$ cat config.mk
export PLATFORM = sky130hd
export DESIGN_NAME = clt_outq_flat
export DESIGN_NICKNAME = d
export VERILOG_FILES = /design/src/rtl/core/clt_pkg.sv /design/src/rtl/core/clt_stream_if.sv /design/src/rtl/core/clt_outq.sv /design/src/flat_wrapper.sv
export SDC_FILE = /design/constraint.sdc
export NUM_CORES = 1
export LEC_CHECK = 0
export ABC_AREA = 1
export BUFFER_PORTS_ARGS = -buffer_cell sky130_fd_sc_hd__buf_2
export CORE_UTILIZATION = 32
export CTS_BUF_LIST = sky130_fd_sc_hd__clkbuf_4
export DETAILED_ROUTE_END_ITERATION = 6
export GPL_TIMING_DRIVEN = 0
export PLACE_DENSITY_LB_ADDON = 0.05
export SLEW_MARGIN = 20
export SYNTH_ARGS = -nofsm -noshare
export SYNTH_HDL_FRONTEND = slang
export SYNTH_SLANG_ARGS = --single-unit
$ cat constraint.sdc
create_clock -name i_clk -period 3.2 [get_ports i_clk]
set_input_delay 0.16 -clock i_clk [delete_from_list [all_inputs] [get_ports i_clk]]
set_output_delay 0.16 -clock i_clk [all_outputs]
set_load 0.02 [all_outputs]
$ cat src/rtl/core/clt_pkg.sv
// shared types, constants and helpers of the command line tokenizer
// no dependencies; used by the core modules and the checker
package clt_pkg;

    localparam int LINE_LEN  = 1024;
    localparam int ARG_LIMIT = 64;

    localparam int CH_W    = 8;
    localparam int CNT_W   = 7;
    localparam int POS_W   = 10;
    localparam int KIND_W  = 2;
    localparam int ROLE_W  = 2;
    localparam int ERR_W   = 3;

    localparam logic [POS_W-1:0] POS_MAX        = POS_W'(LINE_LEN - 1);
    localparam logic [CNT_W-1:0] ARG_LIMIT_VAL  = CNT_W'(ARG_LIMIT);
    localparam logic [CNT_W-1:0] MAX_ARGS_RESET = 7'd16;

    // result queue
    localparam int OQ_DEPTH = 4;
    localparam int OQ_PTR_W = $clog2(OQ_DEPTH);
    localparam int OQ_CNT_W = $clog2(OQ_DEPTH + 1);

    // result kinds
    localparam logic [KIND_W-1:0] KIND_BYTE  = 2'd0;
    localparam logic [KIND_W-1:0] KIND_END   = 2'd1;
    localparam logic [KIND_W-1:0] KIND_DONE  = 2'd2;
    localparam logic [KIND_W-1:0] KIND_ERROR = 2'd3;

    // argument roles, also used for the pending redirect
    localparam logic [ROLE_W-1:0] ROLE_PLAIN = 2'd0;
    localparam logic [ROLE_W-1:0] ROLE_IN    = 2'd1;
    localparam logic [ROLE_W-1:0] ROLE_OUT   = 2'd2;

    // error codes
    localparam logic [ERR_W-1:0] ERR_TOO_MANY   = 3'd0;
    localparam logic [ERR_W-1:0] ERR_IN_REPEAT  = 3'd1;
    localparam logic [ERR_W-1:0] ERR_OUT_REPEAT = 3'd2;
    localparam logic [ERR_W-1:0] ERR_IN_NAME    = 3'd3;
    localparam logic [ERR_W-1:0] ERR_OUT_NAME   = 3'd4;
    localparam logic [ERR_W-1:0] ERR_PIPE       = 3'd5;
    localparam logic [ERR_W-1:0] ERR_SEMICOLON  = 3'd6;
    localparam logic [ERR_W-1:0] ERR_UNTERM     = 3'd7;

    typedef struct packed {
        logic [CH_W-1:0] ch;
    } t_byte_in;

    typedef struct packed {
        logic [CNT_W-1:0] max_args;
    } t_cfg;

    typedef struct packed {
        logic [KIND_W-1:0] rkind;
        logic [CH_W-1:0]   data;
        logic [ROLE_W-1:0] role;
        logic [CNT_W-1:0]  arg_index;
        logic [ERR_W-1:0]  error_code;
        logic [POS_W-1:0]  position;
        logic [CNT_W-1:0]  arg_total;
        logic              in_redirected;
        logic              out_redirected;
        logic              last;
    } t_result;

    // up to two results produced by one byte
    typedef struct packed {
        logic [1:0] count;
        t_result    first;
        t_result    second;
    } t_push;

    function automatic t_result make_res(
        input logic [KIND_W-1:0] kind,
        input logic [CH_W-1:0]   data,
        input logic [ROLE_W-1:0] role,
        input logic [ERR_W-1:0]  err,
        input logic [CNT_W-1:0]  cnt,
        input logic [POS_W-1:0]  pos,
        input logic              ins,
        input logic              outs
    );
        t_result r;
        logic    done;
        done             = (kind == KIND_DONE);
        r.rkind          = kind;
        r.data           = data;
        r.role           = role;
        r.arg_index      = cnt;
        r.error_code     = err;
        r.position       = pos;
        r.arg_total      = done ? cnt : '0;
        r.in_redirected  = done & ins;
        r.out_redirected = done & outs;
        r.last           = 1'b0;
        return r;
    endfunction

endpackage

$ cat src/rtl/core/clt_stream_if.sv
// valid/ready channel carrying one payload of type T
// no dependencies
interface clt_stream_if #(
    parameter type T = logic
) ();
    logic valid;
    logic ready;
    T     data;

    modport source (output valid, input ready, output data);
    modport sink   (input valid, output ready, input data);
endinterface

$ cat src/rtl/core/clt_outq.sv
// result queue: takes up to two results a cycle, hands out one
// depends on clt_pkg and clt_stream_if
module clt_outq
    import clt_pkg::*;
(
    input  logic       i_clk,
    input  logic       i_rst_n,
    input  t_push      i_push,
    output logic       o_room,
    clt_stream_if.source o_res
);

    t_result               r_mem [OQ_DEPTH];
    logic [OQ_PTR_W-1:0]   r_wr, n_wr;
    logic [OQ_PTR_W-1:0]   r_rd, n_rd;
    logic [OQ_CNT_W-1:0]   r_cnt, n_cnt;
    logic                  pop;

    assign pop         = o_res.valid && o_res.ready;
    assign o_res.valid = (r_cnt != '0);
    assign o_res.data  = r_mem[r_rd];
    // room for the worst case of two results from one byte
    assign o_room      = (r_cnt <= OQ_CNT_W'(OQ_DEPTH - 2));

    always_comb begin
        n_wr  = r_wr + OQ_PTR_W'(i_push.count);
        n_rd  = r_rd + OQ_PTR_W'(pop);
        n_cnt = r_cnt + OQ_CNT_W'(i_push.count) - OQ_CNT_W'(pop);
    end

    always_ff @(posedge i_clk) begin
        if (!i_rst_n) begin
            r_wr  <= '0;
            r_rd  <= '0;
            r_cnt <= '0;
        end else begin
            r_wr  <= n_wr;
            r_rd  <= n_rd;
            r_cnt <= n_cnt;
        end
    end

    always_ff @(posedge i_clk) begin
        if (i_push.count != 2'd0) begin
            r_mem[r_wr] <= i_push.first;
        end
        if (i_push.count == 2'd2) begin
            r_mem[r_wr + OQ_PTR_W'(1)] <= i_push.second;
        end
    end

endmodule

$ cat src/flat_wrapper.sv
// flat-port wrapper written by rule: the top's interface ports become plain ports
module clt_outq_flat import clt_pkg::*;
  (i_clk, i_rst_n, i_push, o_room, o_res_valid, o_res_ready, o_res_data);
  clt_stream_if o_res_i ();
  input  logic i_clk;
  input  logic i_rst_n;
  input  t_push i_push;
  output logic o_room;
  output wire logic [$bits(o_res_i.valid)-1:0] o_res_valid;
  input wire logic [$bits(o_res_i.ready)-1:0] o_res_ready;
  output wire logic [$bits(o_res_i.data)-1:0] o_res_data;
  assign o_res_valid = o_res_i.valid;
  assign o_res_i.ready = o_res_ready;
  assign o_res_data = o_res_i.data;
  clt_outq u_core (.i_clk(i_clk), .i_rst_n(i_rst_n), .i_push(i_push), .o_room(o_room), .o_res(o_res_i));
endmodule
[Word level (Yosys, flattened, before mapping)]
Memory sizes are Yosys's and may differ from the RTL's. A register that Yosys moved wholly into a read port is not among the register bits.
Cells that the tools add are included.
Word-level totals
  bits in registers: 7
  bits in writable memories: 168
  input bits: 89
  output and inout port bits: 3
  word-level logic and storage cells: 19
  memories kept: 1
Cells by class
  add/sub/neg operators: 5
  order comparisons: 1
  equality and inequality tests: 1
  mux-type cells: 5
  reduce and logical (&&, ||, !) cells: 3
Memories
  u_core.r_mem: depth 4, bits a word 42, rd ports 1, clocked after memory_dff 1, write ports 2, RTL line clt_outq.sv:13  | t_result r_mem [OQ_DEPTH];
Operators by type and width (number)
  1-bit two-way mux: 4
  3-bit by 2-bit adder with 3-bit output: 1
  3-bit by 2-bit less-or-equal comparator with 1-bit output (second input constant): 1
  3-bit nonzero test: 1
  3-bit by 1-bit subtractor with 3-bit output: 1
  2-bit by 1-bit adder with 2-bit output: 1
  2-bit by 1-bit adder with 2-bit output (second input constant): 1
  2-bit adder: 1
  2-bit equality test (second input constant): 1
  2-bit two-way mux: 1
  2-bit nonzero test: 1
  1-bit logical AND: 1

[Logic depth before layout (Yosys ltp)]
  word-level depth: 4
  mapped depth: 10
  mapped depth without buffers: 10

[Least setup slack after synthesis]
No wires, ideal clock.
  path type: reg2reg
  start point: reg u_core.r_cnt[0]
  end point: reg u_core.r_cnt[2]
  setup time: 0.113 ns
  arrival time: 1.655 ns
  slack: 1.433 ns
  cell stages (with the launch flop): 11
  period minus slack after synthesis: 1.767 ns
  path through: dfxtp_1 -> nor2_1 -> nand2_2 -> nand3_1 -> o21ai_0 -> ha_1 -> fa_1 -> xor2_1 -> nand2_1 -> nand2_1 -> nor2_1
Between the ends
  longest elaborated chain between the ends: 3
  elaborated cells between the ends (all ways): 4
  those cells by class: add/sub: 2; reduce/logical: 2
RTL lines
  start: declaration: RTL line clt_outq.sv:16  | logic [OQ_CNT_W-1:0] r_cnt, n_cnt;
  start signal: assignment: RTL line clt_outq.sv:39  | r_cnt <= n_cnt;
  3-bit nonzero test: RTL line clt_outq.sv:20  | assign o_res.valid = (r_cnt != '0);
  via o_res_valid: RTL line flat_wrapper.sv:9  | output wire logic [$bits(o_res_i.valid)-1:0] o_res_valid;
  1-bit logical AND: RTL line clt_outq.sv:19  | assign pop = o_res.valid && o_res.ready;
  3-bit by 1-bit subtractor with 3-bit output: RTL line clt_outq.sv:28  | n_cnt = r_cnt + OQ_CNT_W'(i_push.count) - OQ_CNT_W'(pop);
The timed path passes the listed nets, and every way through them passes these cells.
A chain may end at the register's enable or synchronous reset.

[Worst setup path in the final report]
  start point: reg u_core.r_cnt[0]
  end point: reg u_core.r_cnt[2]
Between the ends
  longest elaborated chain between the ends: 3
  elaborated cells between the ends (all ways): 4
  those cells by class: add/sub: 2; reduce/logical: 2
RTL lines (RTL line)
  branches (longest 2 deep; another with 3-bit by 2-bit adder with 3-bit output)
  3-bit by 1-bit subtractor with 3-bit output (*): clt_outq.sv:28
Every way passes the cells marked *.

==> metrics.txt <==
Core ar. ~1800 um2; CP max stage delay about 0.38 ns; first-iteration detailed-routing DRC count 15; layout cells sized above 1 0.178; die area 2080 um2; Worst-Skew Late Latency ~0.26 ns; CP endpoint kind flip-flop; ant diodes 0; DPL Wire Length ~920 um; crit path buf inv count 0; gr usage total 0.126; worst-path cell chain nor2_1 -> nand2_2 -> nand3_1 -> o21ai_0 -> ha_1 -> fa_1 -> xor2_1 -> nand2_1 -> nand2_1 -> nor2_1; relative slew slack 0.818; H-Tree Depth 1; Startpoint Class flip-flop; Num CTS Buffers 3; Setup TNS Final 0 ns; Least-Margin Pin Slew around 0.27 ns; first-pass detailed-route iteration total 4; max_cap viols 0; Crit Path Category flip-flop to flip-flop; largest cells by area after synthesis dfxtp_1 23%, edfxtp_1 20%, nand2_1 8.6%; utilization after layout 0.406; WP data arrival 2.04 ns; top-count cell post-synth nand2_1; R2R setup slack around 1.3 ns; initial antenna violation count 0; Post-synth EDFFs 4; WL/cell 9.97 um; Cell Pwr Density approximately 680 nW/um2; remaining global-route overflow 0; post-CTS repair timing setup buffer count 0; peak supply drop 249 uV; Tcrit/Tclk final 0.587; Bufs on Longest Clock Path 2; Detail Route Antenna Nets 0; I/O Buffers 9; post-synthesis sequential area ratio 0.427; Root Buffer clkbuf_4; crit-path max FO 5; Final Skew 0.000172 ns; Synth Register Bits 11; Yosys top cell by area dfxtp_1; Final Hold Viols 0; Post-CTS Hold Buffers 0; CTS tree yes; synthesized area about 600 um2; first-pass GRT wire length 1790 um; register area 260 um2; Netlist cell types 18; max-slew violation count 0; Hold Slack 0.171 ns; Layout area overhead 17.5%; fillcell total just over 200; Crit-path slowest cell fa_1; DRC 0; Placer Congestion 0.744; Routed WL 1150 um; CP Data Required Time 3.36 ns; Initial Utilization 0.345; Syn Nets between 150 and 200; Clock Pin Slew Worst Setup and Hold Paths 0.07 ns; vias in the first global route between 400 and 500; final setup vio count 0; Die Y-Extent 45.6 um; Yosys warnings 0; vias roughly 500; Mapped Cells 77; top cells by count, synth 14 x nand2_1, 12 x inv_1, 10 x nor2_1, 7 x dfxtp_1, 6 x nand3_1; Worst path top cell family by delay adder cells; Leak Pwr 0.000344 uW; CTS Sinks 11; Mapped Avg Cell Area 7.91 um2; row count 15; Vias/cell 4.37; Die Span X about 46 um; largest net degree at the start of global routing 8; area share of the largest cell type after synthesis 0.230; Peak Freq around 530 MHz; PostCTS Resize Cnt 0; minimum clock period 1.88 ns; Ports 92; Top FF cell, synth dfxtp_1; RSZ-0062 raised after global routing false; fraction of registers with async set/reset 0; worst hold path class input port to flip-flop; Multi-input gate area 300 um2; status completed; Layout Nets 184
-- cell usage in the layout, fill, tap and decap left out, drive strengths merged --
master	count
nand2	15
inv	13
nor2	11
buf	9
dfxtp	7
o21ai	7
nand3	6
o31ai	4
clkbuf	4
edfxtp	4
ha	3
a21oi	2
xor2	2
o22ai	1
nand4	1
fa	1
-- cells by family after synthesis --
family / share of synthesized area
AND/OR/NAND/NOR: 0.236
AO/OA/AOI/OAI: 0.133
buffers and inverters: 0.0801
flip-flops: 0.427
adder cells (fa/ha/maj): 0.0945
XOR/XNOR: 0.0288
-- final cells by class --
class	instances	area share
sequential	11	0.364
clock buffer	4	0.0420
multi-input combinational	53	0.420
inverter	13	0.0682
timing repair buffer	9	0.0629
tap	25	0.0437
-- final timing paths --
check,from,end,cells after the start
worst min register to register,u_core.r_cnt[2]$_SDFF_PN0_,u_core.r_cnt[2]$_SDFF_PN0_,2
worst max-delay path,u_core.r_cnt[0]$_SDFF_PN0_,u_core.r_cnt[2]$_SDFF_PN0_,10
worst min-delay path,i_rst_n,u_core.r_wr[0]$_SDFF_PN0_,3
worst max register to register,u_core.r_cnt[0]$_SDFF_PN0_,u_core.r_cnt[2]$_SDFF_PN0_,10
-- through the flow --
| stage | worst slack [ns] | instances | area (um2) | total power, uW |
|---|---|---|---|---|
| finish | 1.32 | 115 | 716 | 484 |
| global route | 1.10 | 115 | 716 | 525 |
| CTS | 1.31 | 115 | 716 | 492 |
| detailed placement | 1.32 | 111 | 686 | 385 |
| global placement | 1.37 | 111 | 686 | 381 |
| floorplan | 1.43 | 77 | 609 | 332 |
-- metal layers --
metal  routed length (um)  part of all wire  global-route usage
met2                  548              0.48               0.194
met4                    0                 0              0.0364
met5                    0                 0                   0
met1                  555              0.48               0.156
met3                   43             0.037              0.0595
-- power by group --
group	switching, uW	internal, uW
registers	23.1	174
logic	115	68.1
clock network	47.1	56.7
-- registers in the layout (all words and copies together), names as in the netlist --
signal / flops
u_core.r_rd: 2
u_core.r_wr: 2
u_core.r_mem: 4
u_core.r_cnt: 3
-- worst reg2reg max path, delay by kind of cell, from the launching register on --
kind	cells	cell delay (ns)
fa+ha+maj	2	0.60
simple gates	6	0.52
flops	1	0.33
xor+xnor	1	0.20
compound gates	1	0.13
Note: power is estimated with default switching activity, not from simulation.
