===== config.mk =====
export PLATFORM = sky130hd
export DESIGN_NAME = clt_parser
export DESIGN_NICKNAME = d
export VERILOG_FILES = /design/src/rtl/core/clt_pkg.sv /design/src/rtl/core/clt_parser.sv
export SDC_FILE = /design/constraint.sdc
export NUM_CORES = 1
export LEC_CHECK = 0
export BUFFER_PORTS_ARGS = -buffer_cell sky130_fd_sc_hd__buf_2
export CORE_AREA = 2 2 108 110
export CTS_BUF_LIST = sky130_fd_sc_hd__clkbuf_8
export DETAILED_ROUTE_END_ITERATION = 7
export DIE_AREA = 0 0 110 112
export GPL_TIMING_DRIVEN = 0
export SETUP_SLACK_MARGIN = 0.2
export SLEW_MARGIN = 40
export SYNTH_ARGS = -nofsm -noshare
export SYNTH_HDL_FRONTEND = slang
export SYNTH_SLANG_ARGS = --single-unit
export TNS_END_PERCENT = 30

===== constraint.sdc =====
create_clock -name i_clk -period 4.7 [get_ports i_clk]
set_clock_uncertainty 0.2 [all_clocks]
set_input_delay 0.94 -clock i_clk [delete_from_list [all_inputs] [get_ports i_clk]]
set_output_delay 0.94 -clock i_clk [all_outputs]
set_load 0.03 [all_outputs]

===== src/rtl/core/clt_pkg.sv =====
// shared types, constants and helpers of the command line tokenizer
// no dependencies; used by the core modules and the checker
package clt_pkg;

    localparam int LINE_LEN  = 1024;
    localparam int ARG_LIMIT = 64;

    localparam int CH_W    = 8;
    localparam int CNT_W   = 7;
    localparam int POS_W   = 10;
    localparam int KIND_W  = 2;
    localparam int ROLE_W  = 2;
    localparam int ERR_W   = 3;

    localparam logic [POS_W-1:0] POS_MAX        = POS_W'(LINE_LEN - 1);
    localparam logic [CNT_W-1:0] ARG_LIMIT_VAL  = CNT_W'(ARG_LIMIT);
    localparam logic [CNT_W-1:0] MAX_ARGS_RESET = 7'd16;

    // result queue
    localparam int OQ_DEPTH = 4;
    localparam int OQ_PTR_W = $clog2(OQ_DEPTH);
    localparam int OQ_CNT_W = $clog2(OQ_DEPTH + 1);

    // result kinds
    localparam logic [KIND_W-1:0] KIND_BYTE  = 2'd0;
    localparam logic [KIND_W-1:0] KIND_END   = 2'd1;
    localparam logic [KIND_W-1:0] KIND_DONE  = 2'd2;
    localparam logic [KIND_W-1:0] KIND_ERROR = 2'd3;

    // argument roles, also used for the pending redirect
    localparam logic [ROLE_W-1:0] ROLE_PLAIN = 2'd0;
    localparam logic [ROLE_W-1:0] ROLE_IN    = 2'd1;
    localparam logic [ROLE_W-1:0] ROLE_OUT   = 2'd2;

    // error codes
    localparam logic [ERR_W-1:0] ERR_TOO_MANY   = 3'd0;
    localparam logic [ERR_W-1:0] ERR_IN_REPEAT  = 3'd1;
    localparam logic [ERR_W-1:0] ERR_OUT_REPEAT = 3'd2;
    localparam logic [ERR_W-1:0] ERR_IN_NAME    = 3'd3;
    localparam logic [ERR_W-1:0] ERR_OUT_NAME   = 3'd4;
    localparam logic [ERR_W-1:0] ERR_PIPE       = 3'd5;
    localparam logic [ERR_W-1:0] ERR_SEMICOLON  = 3'd6;
    localparam logic [ERR_W-1:0] ERR_UNTERM     = 3'd7;

    typedef struct packed {
        logic [CH_W-1:0] ch;
    } t_byte_in;

    typedef struct packed {
        logic [CNT_W-1:0] max_args;
    } t_cfg;

    typedef struct packed {
        logic [KIND_W-1:0] rkind;
        logic [CH_W-1:0]   data;
        logic [ROLE_W-1:0] role;
        logic [CNT_W-1:0]  arg_index;
        logic [ERR_W-1:0]  error_code;
        logic [POS_W-1:0]  position;
        logic [CNT_W-1:0]  arg_total;
        logic              in_redirected;
        logic              out_redirected;
        logic              last;
    } t_result;

    // up to two results produced by one byte
    typedef struct packed {
        logic [1:0] count;
        t_result    first;
        t_result    second;
    } t_push;

    function automatic t_result make_res(
        input logic [KIND_W-1:0] kind,
        input logic [CH_W-1:0]   data,
        input logic [ROLE_W-1:0] role,
        input logic [ERR_W-1:0]  err,
        input logic [CNT_W-1:0]  cnt,
        input logic [POS_W-1:0]  pos,
        input logic              ins,
        input logic              outs
    );
        t_result r;
        logic    done;
        done             = (kind == KIND_DONE);
        r.rkind          = kind;
        r.data           = data;
        r.role           = role;
        r.arg_index      = cnt;
        r.error_code     = err;
        r.position       = pos;
        r.arg_total      = done ? cnt : '0;
        r.in_redirected  = done & ins;
        r.out_redirected = done & outs;
        r.last           = 1'b0;
        return r;
    endfunction

endpackage


===== src/rtl/core/clt_parser.sv =====
// per-byte tokenizer decision logic and command state registers
// depends on clt_pkg
module clt_parser
    import clt_pkg::*;
(
    input  logic             i_clk,
    input  logic             i_rst_n,
    input  logic             i_step,
    input  logic [CH_W-1:0]  i_ch,
    input  logic [CNT_W-1:0] i_max_args,
    output t_push            o_push
);

    localparam logic [1:0] MODE_BETWEEN = 2'd0;
    localparam logic [1:0] MODE_WORD    = 2'd1;
    localparam logic [1:0] MODE_STRING  = 2'd2;
    localparam logic [1:0] MODE_DISCARD = 2'd3;

    localparam logic [CH_W-1:0] CH_NUL    = 8'h00;
    localparam logic [CH_W-1:0] CH_TAB    = 8'h09;
    localparam logic [CH_W-1:0] CH_CR     = 8'h0D;
    localparam logic [CH_W-1:0] CH_SPACE  = 8'h20;
    localparam logic [CH_W-1:0] CH_DQUOTE = 8'h22;
    localparam logic [CH_W-1:0] CH_HASH   = 8'h23;
    localparam logic [CH_W-1:0] CH_SQUOTE = 8'h27;
    localparam logic [CH_W-1:0] CH_SEMI   = 8'h3B;
    localparam logic [CH_W-1:0] CH_LT     = 8'h3C;
    localparam logic [CH_W-1:0] CH_GT     = 8'h3E;
    localparam logic [CH_W-1:0] CH_BSLASH = 8'h5C;
    localparam logic [CH_W-1:0] CH_PIPE   = 8'h7C;

    function automatic logic [CH_W-1:0] unescape(input logic [CH_W-1:0] c);
        logic [CH_W-1:0] r;
        unique case (c)
            8'h61:   r = 8'h07;  // a
            8'h74:   r = 8'h09;  // t
            8'h66:   r = 8'h0C;  // f
            8'h6E:   r = 8'h0A;  // n
            8'h72:   r = 8'h0D;  // r
            default: r = c;
        endcase
        return r;
    endfunction

    logic [1:0]        r_mode, n_mode;
    logic              r_dq, n_dq;
    logic              r_esc, n_esc;
    logic [ROLE_W-1:0] r_pend, n_pend;
    logic [ROLE_W-1:0] r_role, n_role;
    logic [CNT_W-1:0]  r_cnt, n_cnt;
    logic              r_ins, n_ins;
    logic              r_outs, n_outs;
    logic [POS_W-1:0]  r_pos, n_pos;

    logic              blank, brk, is_quote, is_redir;
    logic [CH_W-1:0]   quote;
    logic [CNT_W-1:0]  limit;
    logic              fin_req, beg_req, stop;
    logic              a_vld, b_vld;
    t_result           a_res, b_res;
    t_push             push;

    always_comb begin
        blank    = (i_ch == CH_SPACE) || (i_ch >= CH_TAB && i_ch <= CH_CR);
        is_quote = (i_ch == CH_DQUOTE) || (i_ch == CH_SQUOTE);
        is_redir = (i_ch == CH_LT) || (i_ch == CH_GT);
        brk      = blank || is_quote || is_redir || (i_ch == CH_HASH) ||
                   (i_ch == CH_PIPE) || (i_ch == CH_SEMI) || (i_ch == CH_NUL);
        quote    = r_dq ? CH_DQUOTE : CH_SQUOTE;
        limit    = (i_max_args < ARG_LIMIT_VAL) ? i_max_args : ARG_LIMIT_VAL;
    end

    always_comb begin
        n_mode = r_mode;
        n_dq   = r_dq;
        n_esc  = r_esc;
        n_pend = r_pend;
        n_role = r_role;
        n_cnt  = r_cnt;
        n_ins  = r_ins;
        n_outs = r_outs;
        n_pos  = r_pos;
        stop   = 1'b0;
        a_vld  = 1'b0;
        b_vld  = 1'b0;
        a_res  = '0;
        b_res  = '0;

        // end of the current token
        fin_req = (r_mode == MODE_WORD && brk) ||
                  (r_mode == MODE_STRING && !r_esc && i_ch == quote);
        if (fin_req) begin
            n_mode = MODE_BETWEEN;
            a_vld  = 1'b1;
            if (r_role == ROLE_PLAIN) begin
                if (r_cnt >= limit) begin
                    a_res = make_res(KIND_ERROR, '0, ROLE_PLAIN, ERR_TOO_MANY,
                                     r_cnt, r_pos, r_ins, r_outs);
                    stop  = 1'b1;
                end else begin
                    a_res = make_res(KIND_END, '0, ROLE_PLAIN, ERR_TOO_MANY,
                                     r_cnt, r_pos, r_ins, r_outs);
                    n_cnt = r_cnt + 7'd1;
                end
            end else begin
                if (r_role == ROLE_IN) begin
                    n_ins = 1'b1;
                end else begin
                    n_outs = 1'b1;
                end
                a_res  = make_res(KIND_END, '0, r_role, ERR_TOO_MANY,
                                  r_cnt, r_pos, r_ins, r_outs);
                n_role = ROLE_PLAIN;
            end
        end

        // the break byte that ended a word also starts the next token
        beg_req = (r_mode == MODE_BETWEEN) || (r_mode == MODE_WORD && brk && !stop);
        if (beg_req && !blank) begin
            if (i_ch == CH_NUL || i_ch == CH_HASH ||
                (r_pend != ROLE_PLAIN && (is_redir || i_ch == CH_PIPE || i_ch == CH_SEMI)))
            begin
                b_vld = 1'b1;
                stop  = 1'b1;
                if (r_pend != ROLE_PLAIN) begin
                    b_res = make_res(KIND_ERROR, '0, ROLE_PLAIN,
                                     (r_pend == ROLE_IN) ? ERR_IN_NAME : ERR_OUT_NAME,
                                     n_cnt, r_pos, n_ins, n_outs);
                end else begin
                    b_res = make_res(KIND_DONE, '0, ROLE_PLAIN, ERR_TOO_MANY,
                                     n_cnt, r_pos, n_ins, n_outs);
                end
            end else if (is_redir) begin
                if (i_ch == CH_LT && n_ins) begin
                    b_vld = 1'b1;
                    stop  = 1'b1;
                    b_res = make_res(KIND_ERROR, '0, ROLE_PLAIN, ERR_IN_REPEAT,
                                     n_cnt, r_pos, n_ins, n_outs);
                end else if (i_ch == CH_GT && n_outs) begin
                    b_vld = 1'b1;
                    stop  = 1'b1;
                    b_res = make_res(KIND_ERROR, '0, ROLE_PLAIN, ERR_OUT_REPEAT,
                                     n_cnt, r_pos, n_ins, n_outs);
                end else begin
                    n_pend = (i_ch == CH_LT) ? ROLE_IN : ROLE_OUT;
                end
            end else if (i_ch == CH_PIPE || i_ch == CH_SEMI) begin
                b_vld = 1'b1;
                stop  = 1'b1;
                b_res = make_res(KIND_ERROR, '0, ROLE_PLAIN,
                                 (i_ch == CH_PIPE) ? ERR_PIPE : ERR_SEMICOLON,
                                 n_cnt, r_pos, n_ins, n_outs);
            end else begin
                n_role = r_pend;
                n_pend = ROLE_PLAIN;
                if (is_quote) begin
                    n_mode = MODE_STRING;
                    n_dq   = (i_ch == CH_DQUOTE);
                    n_esc  = 1'b0;
                end else begin
                    n_mode = MODE_WORD;
                    b_vld  = 1'b1;
                    b_res  = make_res(KIND_BYTE, i_ch, r_pend, ERR_TOO_MANY,
                                      n_cnt, r_pos, n_ins, n_outs);
                end
            end
        end

        if (r_mode == MODE_WORD && !brk) begin
            b_vld = 1'b1;
            b_res = make_res(KIND_BYTE, i_ch, r_role, ERR_TOO_MANY,
                             r_cnt, r_pos, r_ins, r_outs);
        end

        if (r_mode == MODE_STRING && !fin_req) begin
            if (i_ch == CH_NUL) begin
                b_vld = 1'b1;
                stop  = 1'b1;
                b_res = make_res(KIND_ERROR, '0, ROLE_PLAIN,
                                 (r_role == ROLE_PLAIN) ? ERR_UNTERM :
                                 (r_role == ROLE_IN) ? ERR_IN_NAME : ERR_OUT_NAME,
                                 r_cnt, r_pos, r_ins, r_outs);
            end else if (r_esc) begin
                n_esc = 1'b0;
                b_vld = 1'b1;
                b_res = make_res(KIND_BYTE, unescape(i_ch), r_role, ERR_TOO_MANY,
                                 r_cnt, r_pos, r_ins, r_outs);
            end else if (i_ch == CH_BSLASH) begin
                n_esc = 1'b1;
            end else begin
                b_vld = 1'b1;
                b_res = make_res(KIND_BYTE, i_ch, r_role, ERR_TOO_MANY,
                                 r_cnt, r_pos, r_ins, r_outs);
            end
        end

        // a zero byte clears the whole command, discarded or not
        if (i_ch == CH_NUL) begin
            n_mode = MODE_BETWEEN;
            n_dq   = 1'b0;
            n_esc  = 1'b0;
            n_pend = ROLE_PLAIN;
            n_role = ROLE_PLAIN;
            n_cnt  = '0;
            n_ins  = 1'b0;
            n_outs = 1'b0;
            n_pos  = '0;
        end else begin
            if (stop) begin
                n_mode = MODE_DISCARD;
            end
            if (r_pos != POS_MAX) begin
                n_pos = r_pos + 10'd1;
            end
        end
    end

    always_comb begin
        push = '0;
        if (i_step) begin
            push.count = {1'b0, a_vld} + {1'b0, b_vld};
            if (a_vld) begin
                push.first  = a_res;
                push.second = b_res;
                push.first.last  = !b_vld;
                push.second.last = 1'b1;
            end else begin
                push.first      = b_res;
                push.first.last = 1'b1;
            end
        end
    end

    assign o_push = push;

    always_ff @(posedge i_clk) begin
        if (!i_rst_n) begin
            r_mode <= MODE_BETWEEN;
            r_dq   <= 1'b0;
            r_esc  <= 1'b0;
            r_pend <= ROLE_PLAIN;
            r_role <= ROLE_PLAIN;
            r_cnt  <= '0;
            r_ins  <= 1'b0;
            r_outs <= 1'b0;
            r_pos  <= '0;
        end else if (i_step) begin
            r_mode <= n_mode;
            r_dq   <= n_dq;
            r_esc  <= n_esc;
            r_pend <= n_pend;
            r_role <= n_role;
            r_cnt  <= n_cnt;
            r_ins  <= n_ins;
            r_outs <= n_outs;
            r_pos  <= n_pos;
        end
    end

endmodule


; ---- Yosys cells after proc, flatten, opt, wreduce, memory -nomap -nowiden
; Index checks and enable logic that the tools add are counted.
[word_totals]
register_bits = 27
in_bits = 18
output_inout_bits = 86
[op_classes]
add_sub_neg = 3
magnitude_cmp = 4
eq_ne = 26
muxes = 102
n_reduce_logical = 43
[ops]
columns = cell, n
row1 = $mux 42, 16
row2 = $mux 86, 1
row3 = $eq 8x6->1 const B, 7
row4 = $eq 8x7->1 const B, 7
row5 = $mux 2, 24
row6 = $mux 1, 47
row7 = $mux 41, 1
row8 = $mux 40, 1
row9 = $pmux 8 s5, 1
row10 = $mux 7, 5
row11 = $mux 10, 2
row12 = $logic_or 1x1->1, 16
row13 = $mux 3, 4
row14 = $reduce_and 6->1, 2
row15 = $logic_and 1x1->1, 11
row16 = $add 10x1->10 const B, 1
row17 = $ne 10x10->1 const B, 1
row18 = $ne 3x2->1 const B, 3
row19 = $eq 8x6->1, 1
row20 = $ge 8x4->1 const B, 1
row21 = $le 8x4->1 const B, 1
row22 = $logic_not 8->1, 1
row23 = $reduce_bool 2->1, 4
row24 = $add 7x1->7 const B, 1
row25 = 9 further kinds, 19

; ---- Depth between registers and ports, before layout
; Gate-level depths: netlist of run 1.
[depth]
depth_word = 26
mapped_depth = 12

; ---- Least setup slack after synthesis of run 1
; No wires, ideal clock.
[synth_timing]
kind = input-to-output
start = in i_max_args[6]
end = out o_push[71] in the netlist's numbering
t_arrival_ns = 3.722
required_ns = 3.560
setup_slack_ns = -0.162
stages = 11
path_buffers = 1
cell_sequence = inv_1 nand2_1 ha_1 a21o_1 a221oi_1 o21ai_0 a221o_1 nor2_1 buf_2 nand3_1 o32ai_1
[synth_rtl]
columns = item, line_no
row1 = start: declaration, clt_parser.sv:10  ; input logic [CNT_W-1:0] i_max_args,
row2 = end: declaration, clt_parser.sv:11  ; output t_push o_push

==> out/results.env, run 1 <==
RUN_STATUS='completed'
MULTI_INPUT_AREA_UM2=2850
REPORT.FINAL.HOLD_VIOL_COUNT=0
CP.ARRIVAL_PS=3400
CORE-AREA_UM2=11200
GRT.OVERFLOW.TOTAL=0
FIRST_GLOBAL_VIAS=3745
TIMING.SLEW.HEADROOM_PCT=47.0
PEAK_FANOUT_ALONG_THE_CRITICAL_PATH=10
CP-END-KIND='output pin'
LAYOUT_COMMON_CELLS='buf_2 (75), nor2_1 (55), buf_4 (49), nand2_1 (37), and2_1 (32)'
ACHIEVABLE-FREQUENCY_GHz=0.220
HOLD-WORST-SLACK_PS=309
FINAL_MAX_SLEW_VIOL_COUNT=0
YS_FF_LATCH=27
PLACEMENTROWS=39
CELL_INTERNAL_PWR_W=0.000389
SYNTHESIS.AREA_PER_INSTANCE_UM2=6.90
FINAL_CORE_UTILIZATION_PCT=41.8
CLK_PIN_SLEW_WORST_PATHS_PS=90
CTSHTREEMAXLEVEL=1
SYNTH-EDFF-COUNT=0
VDD.IR_DROP.WORST_mV=0.125
YOSYS_WARNINGS=0
SYNTHARSTFLOPSHARE_PCT=0
PLACE_HPWL_MM=9.16
WORST-SLEW-PIN-TRANSITION_PS=785
GLOBALROUTETOTALUTIL_PCT=19.1
YOSYS.CELL_TYPES.COUNT=82
DIE_AREA_UM2=12300
MAXCAPVIOLATIONS=0
NETLIST_INSTANCES=475
SEQ_POWER_SHARE_PCT=37.4
CRITPATHKIND='input port to output pin'
SYNTH_TOP_FAMILY_BY_AREA='simple AND/OR/NAND/NOR gates'
CTS_TREE='done'
DR_TOTAL_VIAS=4152
PORT-BUFFER-COUNT=91
RSZ_0062_RAISED_AFTER_GLOBAL_ROUTING='yes'
SYNTH_COMPOUND_GATE_AREA_SHARE_PCT=25.9
DRC=0
DRT-INITIAL-DRC-COUNT=309
CP-START-KIND='input port'
VIA_PER_INST=5.52
NUMPLACEDINSTANCES=718
XOR_XNOR_SHARE_OF_THE_SYNTHESIZED_AREA_PCT=3.21
LARGEST_NET_DEGREE_AT_THE_START_OF_GLOBAL_ROUTING=17
LAYOUT_CELLS_SIZED_ABOVE_1_PCT=34.5
FLOORPLAN.IO_PINS=104
CTSROOTBUFFERMASTER='clkbuf_8'
FP.DIEW_UM=110
SYNTH_ADDER_AREA_SHARE_PCT=4.20
DIE_HEIGHT_UM=112
LEADING_CELL_TYPE_IN_THE_LAYOUT_FILL_AND_TAPS_EXCLUDED='buf_2'
REQUIRED_PS=3560
INITIAL_ANTENNA_VIOLATION_COUNT=0
SYNTH_TOP_FLOP_CELL='dfxtp_1'
DRTPASS1ITERATIONS=5
AREA_GROWTH_SYN_TO_LAYOUT_PCT=42.6
POWER_FRAC_COMB_PCT=41.1
GLOBALPLACE.CONGESTION=0.921
FINISH.NET_COUNT=639
POWER.TOTAL_W=0.000630
FINALSETUPVIOLCOUNT=0
FIN_CRIT_PS=4540
NETSWITCHINGPOWER_W=0.000241
POWER_DENSITY_nW_PER_UM2=135
DIODES=0
TNS_PS=0
FOOTPRINT_OF_THE_FLIP_FLOPS_AND_LATCHES_UM2=541
CLOCK_SINK_COUNT=27
DRT.ANTENNA.VIOLATING_NETS=0
WIRE_PER_INST_UM=16.8
POST_SYNTH_MUX_AREA_SHARE_PCT=1.83
PERIOD_SHARE_PCT=96.7
SYNTH_SEQ_AREA_SHARE_PCT=16.5
NUMCTSBUFFERS=3
WORSTSKEWPAIRLATENCY_PS=270
LAYOUTNONFILLERINSTCOUNT=752
NUM-FILL-CELLS=1142
P_LEAK_nW=1.95
GRT_PASS1_WL_MM=19.0
SHARE_CLK_OF_TOTAL_POWER_PCT=21.6
WIRELENGTH_MM=12.7
CTS.PATH.MAX_BUFFERS=2
START_UTIL_PCT=29.3
SYNTH_AREA_UM2=3280
POST_SYNTHESIS_SHARE_OF_CELL_AREA_SPENT_ON_AND_OR_NAND_AND_NOR_GATES_PCT=40.2
WORSTHOLDPATHTYPE='flop to flop'
NETSWITCHINGFRACTION_PCT=38.2
[cell families (layout without fill, tap and decap cells)]
family	after synthesis	after routing
AOI/OAI and AO/OA	122	122
xor gates and xnor gates	12	12
adders and majority gates	11	11
buffers and inverters	56	179
DFF	27	27
muxes	6	6
other	1	10
and+or+nand+nor	240	242
[path summary, 6_finish.rpt]
| path | startpoint | to | slack [ps] | depth (start not counted) |
|---|---|---|---|---|
| worst max-delay path | i_ch[6] | o_push[26] | 160 | 10 |
| worst min-delay path | r_role[0] | r_role[0] | 310 | 2 |
| worst max register to register | r_cnt[0] | r_cnt[5] | 1670 | 13 |
| worst min register to register | r_role[0] | r_role[0] | 310 | 2 |
[area by class of cell]
| type | instances | share of cell area (%) |
|---|---|---|
| plain buffers | 37 | 5.01 |
| clock buffers | 3 | 0.884 |
| clock inverters | 1 | 0.161 |
| inverters | 19 | 1.79 |
| multi-input cells | 403 | 61.0 |
| flip-flops and latches | 27 | 11.6 |
| well taps | 143 | 3.83 |
| repair buffers | 119 | 15.7 |
[Yosys cell counts, drive strengths merged, types with 3 or more instances]
library cell	number	share of area [%]
or3	11	2.3
nand3	21	3.4
o21bai	3	0.69
a211oi	4	0.92
xor2	8	2.1
nor2b	5	1.0
nor3	11	2.2
nand2b	5	0.95
nor4	5	1.1
a311oi	3	0.99
o211ai	6	1.5
nor4bb	4	1.2
a21oi	29	4.5
clkbuf	16	1.8
a31oi	7	1.3
a2111oi	3	1.2
and3	10	1.9
o31ai	5	1.6
or2	3	0.57
xnor2	4	1.1
buf	21	4.0
nor3b	5	1.3
o21a	7	1.6
ha	11	4.2
dfxtp	27	17
mux2i	6	1.8
nand4	12	2.3
nor2	62	7.1
o21ai	26	4.0
and2	32	6.1
o22ai	3	0.57
inv	17	1.9
nand2	41	4.7
[power by group through the flow]
| stage | clock (W) | sequential [W] | combinational, W |
|---|---|---|---|
| 2_1_floorplan | 0 | 0.000239 | 0.000143 |
| 4_1_cts | 0.000139 | 0.000235 | 0.000224 |
| 5_1_grt | 0.000149 | 0.000236 | 0.000278 |
| 6_report | 0.000136 | 0.000235 | 0.000259 |
| 3_3_place_gp | 0 | 0.000241 | 0.000195 |
| 3_5_place_dp | 0 | 0.000241 | 0.000196 |
[metrics by stage]
step | worst slack [ps] | area [um^2]
floorplan | 25.8 | 3340
global placement | -736 | 3980
detailed placement | -753 | 3980
CTS | 201 | 4400
global route | 62.1 | 4670
finish | 156 | 4670
[flip-flops by register name (all words and copies together) (netlist names)]
signal	cells
r_role	2
r_dq	1
r_pos	10
r_pend	2
r_outs	1
r_esc	1
r_cnt	7
r_mode	2
r_ins	1
[per-layer routing]
metal	vias to the layer above	global-route usage, %	wire length (um)
met2	210	31.7	5970
met5	-	0	0
li1	1988	-	-
met3	23	2.63	1060
met1	1931	25.9	5380
met4	0	4.30	256
[repair_timing]
item / CTS / global route
setup endpoints to repair: 75 / 67
resized for setup: 63 / 52
setup buffers: 13 / 14
hold buffers: 0 / 0
pin swaps: 18 / 14
gates cloned: 0 / 3
[critical path, cell delays in order]
cell and delay (ps):
buf_2 170, and4bb_2 380, a21oi_4 70, or3_4 420, a31oi_4 280, nor4_4 130
buf_4 180, or4_4 480, a31oi_4 160, buf_4 180
(Power assumes the default switching activity.)
==> run 2, diff against run 1 <==
- CORE_AREA: 2 2 108 110 -> 2 2 124 96
- CTS_CLUSTER_DIAMETER: default -> 150
- DIE_AREA: 0 0 110 112 -> 0 0 126 98
==> run 2 against run 1 <==
- setup slack worse by 110 ps
- first-iteration DRC count is 0.65% lower
- fmax is 2.5% lower
- utilization is 0.87 points higher
- sequential share of layout area is 0.29 points lower
- register-to-register slack worse by 20 ps
- cell area is 2.6% higher
- combinational power hardly changed
- flip-flop and latch count stayed put
- via count is 1.6% higher
- clock power is 4% higher
- hold slack better by 4.2 ps
==> out/results.env, run 2 (synthesis results as in run 1) <==
FP.DIEW_UM=126  # was 110 um
DRTPASS1ITERATIONS=4  # was 5
DRT.ANTENNA.VIOLATING_NETS=0  # unchanged
CLOCK_SINK_COUNT=27  # unchanged
PERIOD_SHARE_PCT=99.1  # was 96.7%
CLK_PIN_SLEW_WORST_PATHS_PS=90  # about the same
CTS_HOLD_BUF=0  # unchanged
RUN_STATUS='completed'  # unchanged
TIMING.SLEW.HEADROOM_PCT=49.8  # was 47.0%
LARGEST_REG_FLOPS=10  # unchanged
CRIT-REG2REG-LAUNCH='r_cnt[0]'  # unchanged
LEADING_CELL_TYPE_IN_THE_LAYOUT_FILL_AND_TAPS_EXCLUDED='buf_2'  # unchanged
LAYOUT_CELLS_SIZED_ABOVE_1_PCT=35.4  # was 34.5%
GRT_USE_MET3_PCT=4.38  # was 2.63%
NUMCTSBUFFERS=3  # unchanged
CRITPATHKIND='input port to output pin'  # unchanged
CRIT_PATH_CELL_TRACE='buf_2 > buf_4 > and3_1 > o211ai_1 > buf_4 > o311a_1 > o211ai_1 > nor4_1 > nor3_1 > a32o_1 > buf_2'  # was buf_2 > and4bb_2 > a21oi_4 > or3_4 > a31oi_4 > nor4_4 > buf_4 > or4_4 > a31oi_4 > buf_4
DRT-INITIAL-DRC-COUNT=307  # was 309
TOP_USAGE_LAYER='met2'  # unchanged
CTS_TREE='done'  # unchanged
GRT.OVERFLOW.TOTAL=0  # unchanged
WORST-SLEW-PIN-TRANSITION_PS=743  # was 785 ps
SHARE_CLK_OF_TOTAL_POWER_PCT=22.3  # was 21.6%
VIA_PER_INST=5.57  # was 5.52
GLOBALROUTEMET1UTIL_PCT=29.6  # was 25.9%
CELL_INTERNAL_PWR_W=0.000387  # was 0.000389 W
WIRELENGTH_MM=13.4  # was 12.7 mm
BIGGESTREGSBYFLOPS='r_pos: 10 flops, r_cnt: 7 flops'  # unchanged
LAYOUTNONFILLERINSTCOUNT=757  # was 752
LARGEST_NET_DEGREE_AT_THE_START_OF_GLOBAL_ROUTING=16  # was 17
DR_TOTAL_VIAS=4220  # was 4152
NETSWITCHINGPOWER_W=0.000248  # was 0.000241 W
CRITPATHSLOWESTCELL='o211ai_1'  # was or4_4
FIN_CRIT_PS=4660  # was 4540 ps
REQUIRED_PS=3560  # about the same
DIE_HEIGHT_UM=98  # was 112 um
POWER.TOTAL_W=0.000635  # was 0.000630 W
TIMING.CRITICAL_PATH.SLOWEST_CELL_DELAY_PS=440  # was 480 ps
CP.ARRIVAL_PS=3520  # was 3400 ps
NUM-FILL-CELLS=1192  # was 1142
HOLD-WORST-SLACK_PS=313  # was 309 ps
POWER_FRAC_COMB_PCT=40.6  # was 41.1%
FINALSETUPVIOLCOUNT=0  # unchanged
PEAK_FANOUT_ALONG_THE_CRITICAL_PATH=10  # unchanged
DIODES=0  # unchanged
CTS.PATH.MAX_BUFFERS=2  # unchanged
WIRE_PER_INST_UM=17.7  # was 16.8 um
GRT.MET2_USAGE_PCT=30.9  # was 31.7%
LAYOUT_COMMON_CELLS='buf_2 (76), buf_4 (56), nor2_1 (55), nand2_1 (35), and2_1 (32)'  # was buf_2 (75), nor2_1 (55), buf_4 (49), nand2_1 (37), and2_1 (32)
MAXCAPVIOLATIONS=0  # unchanged
PORT-BUFFER-COUNT=91  # unchanged
DIE_AREA_UM2=12300  # about the same
CP.BUFFERS_INVERTERS=4  # was 3
WORSTHOLDPATHTYPE='flop to flop'  # unchanged
DRC=0  # unchanged
CRIT_FAMILY='compound AO/OA/AOI/OAI gates'  # was simple AND/OR/NAND/NOR gates
GLOBALROUTETOTALUTIL_PCT=20.2  # was 19.1%
STARTPOINT='i_ch[1]'  # was i_ch[6]
LARGEST-REGISTER='r_pos'  # unchanged
HP-START='r_dq'  # was r_role[0]
CP-END-KIND='output pin'  # unchanged
CP-START-KIND='input port'  # unchanged
START_UTIL_PCT=29.2  # was 29.3%
NUMPLACEDINSTANCES=719  # was 718
ACHIEVABLE-FREQUENCY_GHz=0.215  # was 0.220 GHz
NETSWITCHINGFRACTION_PCT=39.0  # was 38.2%
FINISH.INSTANCE_AREA_UM2=4790  # was 4670 um^2
INITIAL_ANTENNA_VIOLATION_COUNT=0  # unchanged
WORSTSKEWPAIRLATENCY_PS=290  # was 270 ps
FINAL_MAX_SLEW_VIOL_COUNT=0  # unchanged
GRT_PASS1_WL_MM=20.2  # was 19.0 mm
GLOBALPLACE.CONGESTION=0.950  # was 0.921
VDD.IR_DROP.WORST_mV=0.0953  # was 0.125 mV
P_LEAK_nW=2.03  # was 1.95 nW
CORE-AREA_UM2=11200  # about the same
AREA_GROWTH_SYN_TO_LAYOUT_PCT=46.3  # was 42.6%
POSTPLACECELLAREA_UM2=3980  # about the same
PLACE_HPWL_MM=9.87  # was 9.16 mm
FINISH.NET_COUNT=643  # was 639
FLOORPLAN.IO_PINS=104  # unchanged
REPORT.FINAL.HOLD_VIOL_COUNT=0  # unchanged
RSZ_0062_RAISED_AFTER_GLOBAL_ROUTING='yes'  # unchanged
CTSROOTBUFFERMASTER='clkbuf_8'  # unchanged
CTSHTREEMAXLEVEL=1  # unchanged
FIRST_GLOBAL_VIAS=3799  # was 3745
PLACEMENTROWS=34  # was 39
POWER_DENSITY_nW_PER_UM2=132  # was 135 nW/um^2
SEQ_POWER_SHARE_PCT=37.1  # was 37.4%
==> run 2: changes by cell type in the layout (fill, tap and decap cells not counted), moves of 3 or more <==
| cell | change |
|---|---|
| clkbuf_4 | -3 |
| ha_4 | +3 |
| buf_4 | +7 |
| ha_1 | -4 |
==> run 2: final cells by class <==
class / count / area, um^2 / share of cell area [%]
multi-input combinational: 401 / 2920 / 60.9
tap: 144 / 180 / 3.76
inverter: 19 / 83.8 / 1.75
clock inverter: 1 / 5.00 / 0.104
timing repair buffer: 125 / 801 / 16.7
sequential: 27 / 541 / 11.3
clock buffer: 3 / 41.3 / 0.861
buffer: 37 / 224 / 4.67
==> run 2: final timing paths <==
path,cells after the start,end,slack (ps)
worst max-delay path,11,o_push[24],40
worst min register to register,2,r_dq,310
worst max register to register,12,r_cnt[6],1650
worst min-delay path,2,r_dq,310
==> run 2: power by group through the flow <==
stage | Clock (W) | Combinational (W) | Sequential (W)
floorplan | 0 | 0.000143 | 0.000239
global placement | 0 | 0.000198 | 0.000241
detailed placement | 0 | 0.000198 | 0.000241
CTS | 0.000142 | 0.000233 | 0.000236
global route | 0.000150 | 0.000275 | 0.000236
finish | 0.000141 | 0.000258 | 0.000236
==> run 2: repair_timing <==
item,CTS,global route
endpoints found under the setup margin,75,74
hold endpoints to repair,0,0
gates cloned,1,1
resized for setup,69,53
pin swaps,16,14
buffers inserted,18,14
==> run 2: per-stage QoR <==
stage / setup TNS [ps] / setup slack, ps / util (%)
after detailed placement: -43440 / -913 / 35.4
after global placement: -41800 / -881 / 35.4
after global routing: 0 / 19.8 / 42.7
final: 0 / 41.5 / 42.7
after CTS: 0 / 162 / 39.9
after floorplan: 0 / 25.8 / -
==> run 2: tightest hold or removal path, stage by stage, from the launching register on <==
cell and delay, ps:
dfxtp_1 340, o21ai_0 80, a21oi_1 60
==> run 2: layer usage <==
metal / up-vias / routed length [um]
li1: 1982 / -
met1: 2014 / 6130
met2: 210 / 5820
met3: 14 / 1310
met4: 0 / 116
met5: - / 0
